`src/rtl/tmlw_pkg.sv`:
```
package tmlw_pkg;

  // Sizing
  localparam int WIDTH_ACC_BITS = 20;
  localparam int ADVANCE_BITS   = 8;
  localparam int SUM_W          = ((WIDTH_ACC_BITS > ADVANCE_BITS) ?
                                   WIDTH_ACC_BITS : ADVANCE_BITS) + 1;
  localparam int TABLE_DEPTH    = 256;
  localparam int QPTR_W         = 2;
  localparam int QUEUE_DEPTH    = 1 << QPTR_W;
  localparam int ADV_ZERO_AS    = 4;

  // Lookahead window: five bytes, a color tag skips four after its opener
  localparam logic [2:0] WIN_LEN  = 3'd5;
  localparam logic [2:0] TAG_SKIP = 3'd4;

  // Input op field codes
  localparam logic IN_OP_TEXT  = 1'b0;
  localparam logic IN_OP_WRITE = 1'b1;

  // Character codes
  localparam logic [7:0] CH_LF     = 8'h0A;
  localparam logic [7:0] CH_CR     = 8'h0D;
  localparam logic [7:0] CH_SPACE  = 8'h20;
  localparam logic [7:0] CH_SLASH  = 8'h2F;
  localparam logic [7:0] CH_LT     = 8'h3C;
  localparam logic [7:0] CH_GT     = 8'h3E;
  localparam logic [7:0] CH_AT     = 8'h40;
  localparam logic [7:0] CH_B_UP   = 8'h42;
  localparam logic [7:0] CH_R_UP   = 8'h52;
  localparam logic [7:0] CH_BSLASH = 8'h5C;
  localparam logic [7:0] CH_B_LO   = 8'h62;
  localparam logic [7:0] CH_N      = 8'h6E;
  localparam logic [7:0] CH_R_LO   = 8'h72;
  localparam logic [7:0] CH_BAR    = 8'h7C;

  // Work handed from the front end to the back end
  typedef enum logic [1:0] {
    KIND_ADD,
    KIND_CLOSE,
    KIND_FINISH,
    KIND_WRITE
  } tmlw_op_kind_t;

  typedef struct packed {
    tmlw_op_kind_t           kind;
    logic [7:0]              code;
    logic [ADVANCE_BITS-1:0] value;
  } tmlw_op_t;

endpackage

```
`src/rtl/tmlw_text_if.sv`:
```
interface tmlw_text_if;
  logic       valid;
  logic       ready;
  logic       op;
  logic [7:0] char_code;
  logic [7:0] advance_value;
  logic       last;

  modport source (output valid, output op, output char_code, output advance_value,
                  output last, input ready);
  modport sink   (input valid, input op, input char_code, input advance_value,
                  input last, output ready);
endinterface

```
`src/rtl/tmlw_result_if.sv`:
```
interface tmlw_result_if;
  logic        valid;
  logic        ready;
  logic [19:0] peak_width;
  logic        saturated;

  modport source (output valid, output peak_width, output saturated, input ready);
  modport sink   (input valid, input peak_width, input saturated, output ready);
endinterface

```
`src/rtl/tmlw_front.sv`:
```
module tmlw_front import tmlw_pkg::*; (
  input  logic     clk,
  input  logic     rst,
  tmlw_text_if.sink text,
  output logic     push,
  output tmlw_op_t push_data,
  input  logic     q_full
);

  // Length of a line break starting at w[0]; bytes at or past n are absent
  function automatic logic [2:0] break_len(input logic [4:0][7:0] w, input logic [2:0] n);
    logic       v1, v2, v3, v4;
    logic [2:0] len;
    v1  = (n > 3'd1);
    v2  = (n > 3'd2);
    v3  = (n > 3'd3);
    v4  = (n > 3'd4);
    len = 3'd0;
    if (n != 3'd0) begin
      if (w[0] == CH_BSLASH && v1 && w[1] == CH_N) begin
        len = 3'd2;
      end else if (w[0] == CH_CR && v1 && w[1] == CH_LF) begin
        len = 3'd2;
      end else if (w[0] == CH_LF || w[0] == CH_CR) begin
        len = 3'd1;
      end else if (w[0] == CH_LT && v2 && (w[1] == CH_B_LO || w[1] == CH_B_UP) &&
                   (w[2] == CH_R_LO || w[2] == CH_R_UP)) begin
        if (v4 && w[3] == CH_SLASH && w[4] == CH_GT) begin
          len = 3'd5;
        end else if (v3 && w[3] == CH_GT) begin
          len = 3'd4;
        end
      end
    end
    return len;
  endfunction

  logic [4:0][7:0] win, win_next;
  logic [2:0]      cnt, cnt_next;
  logic [2:0]      skip, skip_next;
  logic            draining, draining_next;

  logic            accept, is_write, drain_step;
  logic [4:0][7:0] hw;
  logic [2:0]      hn;
  logic [4:0][7:0] head_w;
  logic [2:0]      head_n;
  logic [2:0]      bl;
  logic            tag;
  logic            head_emit;
  tmlw_op_t        head_op;
  logic [2:0]      head_skip;

  // Handshake: no transfer while the window drains or the queue is full
  assign text.ready = !draining && !q_full;
  assign accept     = text.valid && text.ready;
  assign is_write   = (text.op == IN_OP_WRITE);
  assign drain_step = draining && !q_full;

  // Window with the incoming byte appended
  always_comb begin
    hw      = win;
    hw[cnt] = text.char_code;
  end
  assign hn = cnt + 3'd1;

  // Which window the head logic looks at
  always_comb begin
    if (draining) begin
      head_w = win;
      head_n = cnt;
    end else begin
      head_w = hw;
      head_n = hn;
    end
  end

  // Classify the oldest byte: skip, break, color tag or plain character
  assign bl  = break_len(head_w, head_n);
  assign tag = (head_n == WIN_LEN) && head_w[0] == CH_AT && head_w[4] == CH_AT &&
               break_len({8'h00,  head_w[4:1]}, 3'd4) == 3'd0 &&
               break_len({16'h00, head_w[4:2]}, 3'd3) == 3'd0 &&
               break_len({24'h00, head_w[4:3]}, 3'd2) == 3'd0 &&
               break_len({32'h00, head_w[4:4]}, 3'd1) == 3'd0;

  always_comb begin
    head_emit = 1'b0;
    head_op   = '{kind: KIND_ADD, code: head_w[0], value: '0};
    head_skip = skip;
    if (skip != 3'd0) begin
      head_skip = skip - 3'd1;
    end else if (bl != 3'd0) begin
      head_emit    = 1'b1;
      head_op.kind = KIND_CLOSE;
      head_skip    = bl - 3'd1;
    end else if (tag) begin
      head_skip = TAG_SKIP;
    end else begin
      head_emit = 1'b1;
      if (head_w[0] == CH_BAR) begin
        head_op.code = CH_SPACE;
      end
    end
  end

  // Next state and queue push
  always_comb begin
    win_next      = win;
    cnt_next      = cnt;
    skip_next     = skip;
    draining_next = draining;
    push          = 1'b0;
    push_data     = head_op;
    if (draining) begin
      if (drain_step) begin
        if (cnt == 3'd0) begin
          push           = 1'b1;
          push_data.kind = KIND_FINISH;
          draining_next  = 1'b0;
          skip_next      = 3'd0;
        end else begin
          push      = head_emit;
          skip_next = head_skip;
          win_next  = {8'h00, win[4:1]};
          cnt_next  = cnt - 3'd1;
        end
      end
    end else if (accept) begin
      if (is_write) begin
        push      = 1'b1;
        push_data = '{kind: KIND_WRITE, code: text.char_code,
                      value: ADVANCE_BITS'(text.advance_value)};
      end else begin
        if (hn == WIN_LEN) begin
          push      = head_emit;
          skip_next = head_skip;
          win_next  = {8'h00, hw[4:1]};
          cnt_next  = WIN_LEN - 3'd1;
        end else begin
          win_next = hw;
          cnt_next = hn;
        end
        draining_next = text.last;
      end
    end
  end

  always_ff @(posedge clk) begin
    if (rst) begin
      win      <= '0;
      cnt      <= 3'd0;
      skip     <= 3'd0;
      draining <= 1'b0;
    end else begin
      win      <= win_next;
      cnt      <= cnt_next;
      skip     <= skip_next;
      draining <= draining_next;
    end
  end

  a_drain_blocks_input: assert property (@(posedge clk) disable iff (rst)
    draining |-> !text.ready)
    else $error("text transfer possible while draining");

  a_window_not_full: assert property (@(posedge clk) disable iff (rst)
    cnt < WIN_LEN)
    else $error("window held five bytes between transfers");

endmodule

```
`src/rtl/tmlw_queue.sv`:
```
module tmlw_queue import tmlw_pkg::*; (
  input  logic     clk,
  input  logic     rst,
  input  logic     push,
  input  tmlw_op_t push_data,
  output logic     full,
  input  logic     pop,
  output logic     q_valid,
  output tmlw_op_t q_head
);

  tmlw_op_t          entries [QUEUE_DEPTH];
  logic [QPTR_W-1:0] wr_ptr, rd_ptr;
  logic [QPTR_W:0]   count;

  assign full    = (count == (QPTR_W + 1)'(QUEUE_DEPTH));
  assign q_valid = (count != '0);
  assign q_head  = entries[rd_ptr];

  // Entry storage
  always_ff @(posedge clk) begin
    if (push) begin
      entries[wr_ptr] <= push_data;
    end
  end

  // Pointers and fill count
  always_ff @(posedge clk) begin
    if (rst) begin
      wr_ptr <= '0;
      rd_ptr <= '0;
      count  <= '0;
    end else begin
      if (push) begin
        wr_ptr <= wr_ptr + 1'b1;
      end
      if (pop) begin
        rd_ptr <= rd_ptr + 1'b1;
      end
      case ({push, pop})
        2'b10:   count <= count + 1'b1;
        2'b01:   count <= count - 1'b1;
        default: count <= count;
      endcase
    end
  end

  a_no_overflow: assert property (@(posedge clk) disable iff (rst)
    !(push && full && !pop))
    else $error("push into full queue");

endmodule

```
`src/rtl/tmlw_back.sv`:
```
module tmlw_back import tmlw_pkg::*; (
  input  logic          clk,
  input  logic          rst,
  input  logic          q_valid,
  input  tmlw_op_t      q_head,
  output logic          pop,
  tmlw_result_if.source result
);

  localparam logic [WIDTH_ACC_BITS-1:0] ACC_LIMIT = '1;

  logic [ADVANCE_BITS-1:0]   adv_mem [TABLE_DEPTH];
  logic [ADVANCE_BITS-1:0]   rd_adv;
  logic                      b_valid;
  tmlw_op_kind_t             b_kind;
  logic [WIDTH_ACC_BITS-1:0] acc;
  logic [WIDTH_ACC_BITS-1:0] widest;
  logic                      sat;
  logic                      out_valid;
  logic [19:0]               out_width;
  logic                      out_sat;

  logic                      out_free, b_done, finish_fire;
  logic [ADVANCE_BITS-1:0]   adv_eff;
  logic [SUM_W-1:0]          sum;
  logic                      sat_hit;
  logic [WIDTH_ACC_BITS-1:0] line_max;

  // Stage control: a finish waits for the output register
  assign out_free    = !out_valid || result.ready;
  assign b_done      = b_valid && (b_kind != KIND_FINISH || out_free);
  assign pop         = q_valid && (!b_valid || b_done);
  assign finish_fire = b_done && (b_kind == KIND_FINISH);

  // Saturating accumulate; a zero entry counts as four
  assign adv_eff  = (rd_adv == '0) ? ADVANCE_BITS'(ADV_ZERO_AS) : rd_adv;
  assign sum      = SUM_W'(acc) + SUM_W'(adv_eff);
  assign sat_hit  = (sum >= SUM_W'(ACC_LIMIT));
  assign line_max = (acc > widest) ? acc : widest;

  // Advance table: write port and registered read
  always_ff @(posedge clk) begin
    if (pop) begin
      if (q_head.kind == KIND_WRITE) begin
        adv_mem[q_head.code] <= q_head.value;
      end
      rd_adv <= adv_mem[q_head.code];
    end
  end

  // Line accumulation stage
  always_ff @(posedge clk) begin
    if (rst) begin
      b_valid <= 1'b0;
      b_kind  <= KIND_ADD;
      acc     <= '0;
      widest  <= '0;
      sat     <= 1'b0;
    end else begin
      if (pop) begin
        b_valid <= (q_head.kind != KIND_WRITE);
        b_kind  <= q_head.kind;
      end else if (b_done) begin
        b_valid <= 1'b0;
      end
      if (b_done) begin
        case (b_kind)
          KIND_ADD: begin
            acc <= sat_hit ? ACC_LIMIT : sum[WIDTH_ACC_BITS-1:0];
            if (sat_hit) begin
              sat <= 1'b1;
            end
          end
          KIND_CLOSE: begin
            widest <= line_max;
            acc    <= '0;
          end
          KIND_FINISH: begin
            acc    <= '0;
            widest <= '0;
            sat    <= 1'b0;
          end
          default: ;
        endcase
      end
    end
  end

  // Output register
  always_ff @(posedge clk) begin
    if (rst) begin
      out_valid <= 1'b0;
    end else if (finish_fire) begin
      out_valid <= 1'b1;
    end else if (result.ready) begin
      out_valid <= 1'b0;
    end
  end

  always_ff @(posedge clk) begin
    if (finish_fire) begin
      out_width <= 20'(line_max);
      out_sat   <= sat;
    end
  end

  assign result.valid      = out_valid;
  assign result.peak_width = out_width;
  assign result.saturated  = out_sat;

  a_finish_clears: assert property (@(posedge clk) disable iff (rst)
    finish_fire |=> (acc == '0 && widest == '0 && !sat))
    else $error("stream state not cleared after result");

endmodule

```
`src/rtl/text_max_line_width.sv`:
```
// Widest line of a byte string, in pixels.
// Input channel text: one transfer per item. op = 0 carries a text byte in
// char_code, op = 1 writes advance_value into the advance table at char_code.
// last on a text byte ends the string. Every table entry used must be written
// before the text that reads it.
// Result channel result: one transfer per string, carrying peak_width (widest
// line, saturating at the accumulator limit) and saturated.
// Throughput: one item per cycle while text.ready is high. After a byte with
// last the input is held off while the lookahead window empties and the end
// of the string is queued. A four-entry op queue lets the input keep moving
// while the result register is stalled; once it fills, text.ready drops.
// Reset clears the window, line state and pending result. The advance table
// is not cleared and is undefined until written.
module text_max_line_width import tmlw_pkg::*; (
  input  logic          clk,
  input  logic          rst,
  tmlw_text_if.sink     text,
  tmlw_result_if.source result
);

  logic     push, q_full, pop, q_valid;
  tmlw_op_t push_data, q_head;

  tmlw_front u_front (
    .clk       (clk),
    .rst       (rst),
    .text      (text),
    .push      (push),
    .push_data (push_data),
    .q_full    (q_full)
  );

  tmlw_queue u_queue (
    .clk       (clk),
    .rst       (rst),
    .push      (push),
    .push_data (push_data),
    .full      (q_full),
    .pop       (pop),
    .q_valid   (q_valid),
    .q_head    (q_head)
  );

  tmlw_back u_back (
    .clk     (clk),
    .rst     (rst),
    .q_valid (q_valid),
    .q_head  (q_head),
    .pop     (pop),
    .result  (result)
  );

endmodule

```
`src/flat_wrapper.sv`:
```
// flat-port wrapper written by rule: the top's interface ports become plain ports
module text_max_line_width_flat import tmlw_pkg::*;
  (clk, rst, text_valid, text_op, text_char_code, text_advance_value, text_last, text_ready, result_valid, result_peak_width, result_saturated, result_ready);
  tmlw_text_if text_i ();
  tmlw_result_if result_i ();
  input  logic clk;
  input  logic rst;
  input wire logic [$bits(text_i.valid)-1:0] text_valid;
  input wire logic [$bits(text_i.op)-1:0] text_op;
  input wire logic [$bits(text_i.char_code)-1:0] text_char_code;
  input wire logic [$bits(text_i.advance_value)-1:0] text_advance_value;
  input wire logic [$bits(text_i.last)-1:0] text_last;
  output wire logic [$bits(text_i.ready)-1:0] text_ready;
  output wire logic [$bits(result_i.valid)-1:0] result_valid;
  output wire logic [$bits(result_i.peak_width)-1:0] result_peak_width;
  output wire logic [$bits(result_i.saturated)-1:0] result_saturated;
  input wire logic [$bits(result_i.ready)-1:0] result_ready;
  assign text_i.valid = text_valid;
  assign text_i.op = text_op;
  assign text_i.char_code = text_char_code;
  assign text_i.advance_value = text_advance_value;
  assign text_i.last = text_last;
  assign text_ready = text_i.ready;
  assign result_valid = result_i.valid;
  assign result_peak_width = result_i.peak_width;
  assign result_saturated = result_i.saturated;
  assign result_i.ready = result_ready;
  text_max_line_width u_core (.clk(clk), .rst(rst), .text(text_i), .result(result_i));
endmodule
```
`config.mk`:
```
export PLATFORM = sky130hd
export DESIGN_NAME = text_max_line_width_flat
export DESIGN_NICKNAME = d
export VERILOG_FILES = /design/src/rtl/tmlw_pkg.sv /design/src/rtl/tmlw_text_if.sv /design/src/rtl/tmlw_result_if.sv /design/src/rtl/tmlw_front.sv /design/src/rtl/tmlw_queue.sv /design/src/rtl/tmlw_back.sv /design/src/rtl/text_max_line_width.sv /design/src/flat_wrapper.sv
export SDC_FILE = /design/constraint.sdc
export NUM_CORES = 2
export LEC_CHECK = 0
export BUFFER_PORTS_ARGS = -buffer_cell sky130_fd_sc_hd__buf_2
export CORE_ASPECT_RATIO = 2
export CORE_MARGIN = 5
export CORE_UTILIZATION = 50
export CTS_CLUSTER_SIZE = 16
export DETAILED_ROUTE_END_ITERATION = 10
export PLACE_DENSITY_LB_ADDON = 0.1
export SLEW_MARGIN = 30
export SYNTH_ARGS = -nofsm -noshare
export SYNTH_HDL_FRONTEND = slang
export SYNTH_SLANG_ARGS = --single-unit
```
`constraint.sdc`:
```
create_clock -name clk -period 4.5 [get_ports clk]
set_input_delay 0.225 -clock clk [delete_from_list [all_inputs] [get_ports clk]]
set_output_delay 0.225 -clock clk [all_outputs]
set_load 0.05 [all_outputs]
```
# Yosys cells after proc, flatten, opt, wreduce, memory -nomap -nowiden
# Memories as Yosys holds them, arrays and structs flattened. A register that Yosys moved wholly into a read port is not among the register bits.
# Index checks and enable logic that the tools add are counted.
# W data, S select, Z words.
# totals
inputBits	22
mem_bits_rw	2120
elab_cells	247
output_inout_bits	23
register_bits	120
memories	2
# memory_table
memory	depth	width	read_ports	rd_ports_with_merged_regs	wr	line	rtl
u_core.u_back.adv_mem	256	8	1	1	1	tmlw_back.sv:12	logic [ADVANCE_BITS-1:0] adv_mem [TABLE_DEPTH];
u_core.u_queue.entries	4	18	1	1	1	tmlw_queue.sv:12	tmlw_op_t entries [QUEUE_DEPTH];
# op_classes
eq_ne	48
addsub	9
mux	89
order_cmp	8
reduce_logical	72
# ops
operator	n
$mux W40	7
$eq A8 B7 Y1 const B	19
$mux W3	28
$eq A8 B4 Y1 const B	10
$pmux W20 S2	2
$bwmux W40	1
$eq A8 B6 Y1 const B	5
$mux W20	2
$mux W8	5
$mux W18	2
$logic_and A1 B1 Y1	31
$mux W1	28
$demux W8 S3	1
$add A20 B8 Y21	1
$ge A21 B20 Y1 const B	1
$gt A20 B20 Y1	1
$mux W2	9
$mux W16	1
$reduce_bool A2 Y1	8
$logic_not A3 Y1	5
$logic_or A1 B1 Y1	12
$reduce_bool A3 Y1	4
$sub A3 B1 Y3 const B	4
$eq A3 B3 Y1 const B	3
21 further kinds	36

# Longest topological paths before layout
# depth
word_depth	28
ltp_mapped	22

# Cells and area by module
# A second synthesis with hierarchy kept.
# unflattened
cells_unflattened	4616
area_unflattened_um2	90102.7
# by_module_without_submodules
mod	cells_each	n_inst	area_per_inst_um2	seq_area_each_um2
tmlw_back	3963	1	83103.5	63270.7
tmlw_front	516	1	3933.8	940.9
tmlw_queue	137	1	3065.4	2342.2

# Worst setup path after synthesis
# No wires, ideal clock.
# synth_path
kind	flip-flop to flip-flop
start	register u_core.u_front.cnt[0]
end	register u_core.u_queue.count[2]
setup_time_ns	0.070
t_arrival_ns	4.142
stages_incl_launch_ff	19
period_less_slack_ns	4.212
slack_ns	0.288
path_cell_list	dfxtp_1 buf_1 buf_1 inv_1 ha_1 or3_1 a21oi_1 a221o_1 ha_1 inv_1 nor4_1 o21bai_1 inv_1 ha_1 inv_1 fa_1 xor2_1 or3_1 a21oi_1
# synth_between
elab_chain_len	28
# synth_rtl
element	line	rtl
from (decl)	tmlw_front.sv:39	logic [2:0] cnt, cnt_next;
from (signal assigned)	tmlw_front.sv:156	cnt <= cnt_next;
$lt A3 B4 Y1 (implied by the code) or $ge A3 B1 Y1 (tied branches)	tmlw_front.sv:63	hw[cnt] = text.char_code;
$logic_and A1 B1 Y1 (implied by the code)	tmlw_front.sv:63	
$mux W8 (implied by the code)	tmlw_front.sv:63	
$demux W8 S3	tmlw_front.sv:63	
$bwmux W40	tmlw_front.sv:63	
$mux W40	tmlw_front.sv:69	if (draining) begin
$eq A8 B7 Y1	tmlw_front.sv:26	end else if (w[0] == CH_LT && v2 && (w[1] == CH_B_LO || w[1] == CH_B_UP) &&
$logic_or A1 B1 Y1	tmlw_front.sv:26	
(+12 left out)	n/a	
$mux W1	tmlw_front.sv:92	end else if (bl != 3'd0) begin
$mux W1	tmlw_front.sv:90	if (skip != 3'd0) begin
$mux W1	tmlw_front.sv:134	if (hn == WIN_LEN) begin
$mux W1	tmlw_front.sv:129	if (is_write) begin
$mux W1	tmlw_front.sv:128	end else if (accept) begin
$mux W1 *	tmlw_front.sv:114	if (draining) begin
$eq A2 B1 Y1 or $eq A2 B2 Y1 (tied branches)	tmlw_queue.sv:40	case ({push, pop})
$pmux W3 S2 or $reduce_bool A2 Y1 (tied branches)	n/a	
to (signal assigned)	tmlw_queue.sv:41	2'b10: count <= count + 1'b1;
to (signal assigned)	tmlw_queue.sv:42	2'b01: count <= count - 1'b1;
to (signal assigned)	tmlw_queue.sv:43	default: count <= count;
to (decl)	tmlw_queue.sv:14	logic [QPTR_W:0] count;
# Mark *: on every way between the ends. The rest lies on a longest branch, timed or not.
# A chain may end at the register's enable or synchronous reset.

==> flow_summary.toml <==
[outcome]
status = "finished, violations left"
violations = "setup timing"

[synth]
synth_top_cell_area_share_pct = 71.4
syn_nets = 5335
async_flop_share_pct = 0
yosysMostFrequentCell = "edfxtp_1"
ys_types = 84
syn_area_per_cell_sq_um = 17.2
netlist_instances = 5268
synth_top_area_cell = "edfxtp_1"
ys.warnings.count = 0
seq_area_frac_synth_pct = 73.6
synth_seq_cells = 2250
ys_top_cells_by_area = "edfxtp_1 (71%), mux4_2 (10%), dfxtp_1 (2.2%)"
synth_edf_count = 2149
synthTopCellsByCount = "edfxtp_1 (2149), nand2_1 (529), nor2_1 (424), mux4_2 (419), nand3_1 (189)"
syn_area_sq_um = 90400
synth_flop_cell = "edfxtp_1"

[global_route]
grt_start_max_net_pins = 161
grt_pass1_vias = 54090
grt_overflow_total = 0
antenna_found_initial = 6
grt_first_pass_wirelength_microns = 417000
track_usage_pct = 31.3

[clock_network]
htree_levels = 4
cts.clk_slew.worst_paths_ns = 0.07
clock-sinks = 2250
cts_buffers = 197
cts_root_buffer = "clkbuf_16"
cts_tree = "built"
clock_latency_ns = 0.87
cts_buffer_depth = 4
post-cts-setup-buffers = 0

[detailed_routing]
first_pass_iters = 6
finalWirelength_microns = 301000
routedWlPerCell_microns = 36.3
drtIter0Drc = 5601
vias_per_cell = 6.41
post-route-drc-count = 0
ant_nets = 0
vias = 53190

[timing]
setup-tns-final_ns = -0.0373
worst_pin_slew_ns = 1.03
rsz0062_at_grt = "no"
period_share_pct = 101
min_period_ns = 4.54
maxSlewViolCount = 0
fmax_mhz = 220
slew_headroom_pct = 30.3
layout_setup_ws_ns = -0.0373
setup_viol = 1
hold_ws_ns = 0.0641
finalClockSkew_ns = 0.0423
hold_violations = 0

[power]
comb_power_share_pct = 36.9
switching_share_pct = 36.6
ir_worst_vdd_mv = 1.09
p_sw_mw = 25.7
p_total_mw = 70.2
clkPwrFrac_pct = 24.6
p_leak_nw = 33.8
cellPowerDensity_nw_per_um2 = 676
p_seq_share_pct = 38.5
p_int_mw = 44.5

[critical_path]
cp.arrival_ns = 5.11
crit_chain = "buf_4 -> mux4_2 -> nor2b_1 -> nand2_1 -> nor2_1 -> nand2_1 -> nand4_1 -> nor4_1 -> nand4_1"
crit_path_top_delay_cell = "nor4_1"
cp_top_family = "simple AND/OR/NAND/NOR gates"
critPathLaunchType = "flip-flop"
critPathBufInv = 1
crit_type = "reg -> reg"
cp_max_fo = 16
critPathRequiredTime_ns = 5.07
cpPeakStageDelay_ns = 0.94
cp-end-kind = "flip-flop"

[finish]
layout-drive-gt1-share_pct = 23.5
syn_to_final_growth_pct = 15.0
fillers = 13823
postLayoutCoreUtil_pct = 57.8
nNetsFinal = 5878

[floorplanning]
die-area_sq_um = 190000
io_pins = 45
core_area_sq_um = 180000
die_w_microns = 311
rows = 220
start_util_pct = 50.3
die_y_microns = 611

[place]
place.gp.congestion = 1.00
portBuffers = 44
hpwl_microns = 212000

[hold_path]
hold_path_class = "in -> reg"

[job]
cap_violations = 0
## worst paths after layout
check | startpoint | endpoint | cells past startpoint | slack, ns
min | text_op | u_core.u_queue.entries[2][16] | 4 | 0.06
max | flip-flop | u_core.u_back.rd_adv[2] | 9 | -0.04
max reg2reg | flip-flop | u_core.u_back.rd_adv[2] | 9 | -0.04
min reg2reg | u_core.u_back.sat | u_core.u_back.result.saturated | 0 | 0.48
## metrics by stage
stage          worst slack (ns)  cells  area [sq um]
2_1_floorplan             0.288   5268         90400
3_3_place_gp             -0.996   7918         97100
3_5_place_dp             -0.181   7921         97200
4_1_cts                  0.0748   8293        104000
5_1_grt                 0.00594   8295        104000
6_report                -0.0373   8299        104000
## state kept, by name, indices dropped and copies added (netlist names), named ones only
register and count:
u_core.u_back.adv_mem 2048, u_core.u_back.sat 1, u_core.u_front.draining 1, u_core.u_front.win 40
u_core.u_queue.wr_ptr 2, u_core.u_back.result.valid 1, u_core.u_queue.entries 72, u_core.u_back.rd_adv 8
u_core.u_back.acc 20, u_core.u_back.b_kind 2, u_core.u_queue.count 3, u_core.u_front.skip 3
u_core.u_back.b_valid 1, u_core.u_back.result.saturated 1, u_core.u_back.result.peak_width 20, u_core.u_back.widest 20
u_core.u_queue.rd_ptr 2, u_core.u_front.cnt 3
## per-layer routing
metal  vias to the layer above  routed length, microns  track usage [%]
met5                         -                       8                0
met4                         2                   32600             26.4
met3                       810                   17100             4.28
met2                      2475                  158000             56.2
met1                     27757                   93800             32.2
li1                      22146                       -                -
## repair_timing
action | in CTS | in global routing
hold buffers | 21 | 0
gates resized for setup | 4 | 4
endpoints found under the hold margin | 60 | 0
endpoints found under the setup margin | 2 | 3
## layout by cell type (no fill, tap or decap), drive strengths merged, types with 43 or more instances in the layout
| cell | synthesis | routed |
|---|---|---|
| nand4 | 73 | 73 |
| mux4 | 419 | 419 |
| ha | 43 | 43 |
| a21oi | 115 | 115 |
| clkbuf | 168 | 240 |
| mux2i | 82 | 82 |
| nand2 | 529 | 529 |
| nor2 | 428 | 428 |
| inv | 44 | 47 |
| a22oi | 107 | 107 |
| dfxtp | 101 | 101 |
| clkinv | 0 | 76 |
| o21ai | 98 | 98 |
| edfxtp | 2149 | 2149 |
| buf | 152 | 643 |
| nand3 | 189 | 189 |
| a32oi | 72 | 72 |
## worst min-delay path, cell delays in order
cell and delay [ns]:
buf_2 0.11, nand3_1 0.08, buf_4 0.18, o31ai_1 0.16
## layout make-up
class	instances	area (sq um)	area share, %
antenna	5	12.5	0.0120
clock buffer	240	5250	5.05
clock inverter	111	1200	1.15
inverter	44	165	0.159
multi-input combinational	2654	22300	21.4
sequential	2250	66600	64.0
tap	2331	2920	2.81
timing repair buffer	664	5540	5.33
## power by group through the flow
stage          clock network, mW  logic (mW)  registers, mW
6_report                    17.3        25.9           27.0
3_5_place_dp                   0        25.7           27.5
4_1_cts                     17.5        25.8           27.0
2_1_floorplan                  0        13.5           27.7
5_1_grt                     18.3        26.7           27.0
3_3_place_gp                   0        25.4           27.5
## logic make-up (layout without fill, tap and decap cells)
group                      Yosys count  count (layout)  share of synthesized area, %
and+or+nand+nor                   1442            1442                          7.21
AOI/OAI and AO/OA                  640             640                          5.00
DFF                               2250            2250                          73.6
adders and majority gates           45              45                         0.640
buffers and inverters              364            1059                          1.87
other                                0               5                             0
muxes                              510             510                          11.5
xor gates and xnor gates            17              17                         0.165
Power figures use the tool's default switching activity.
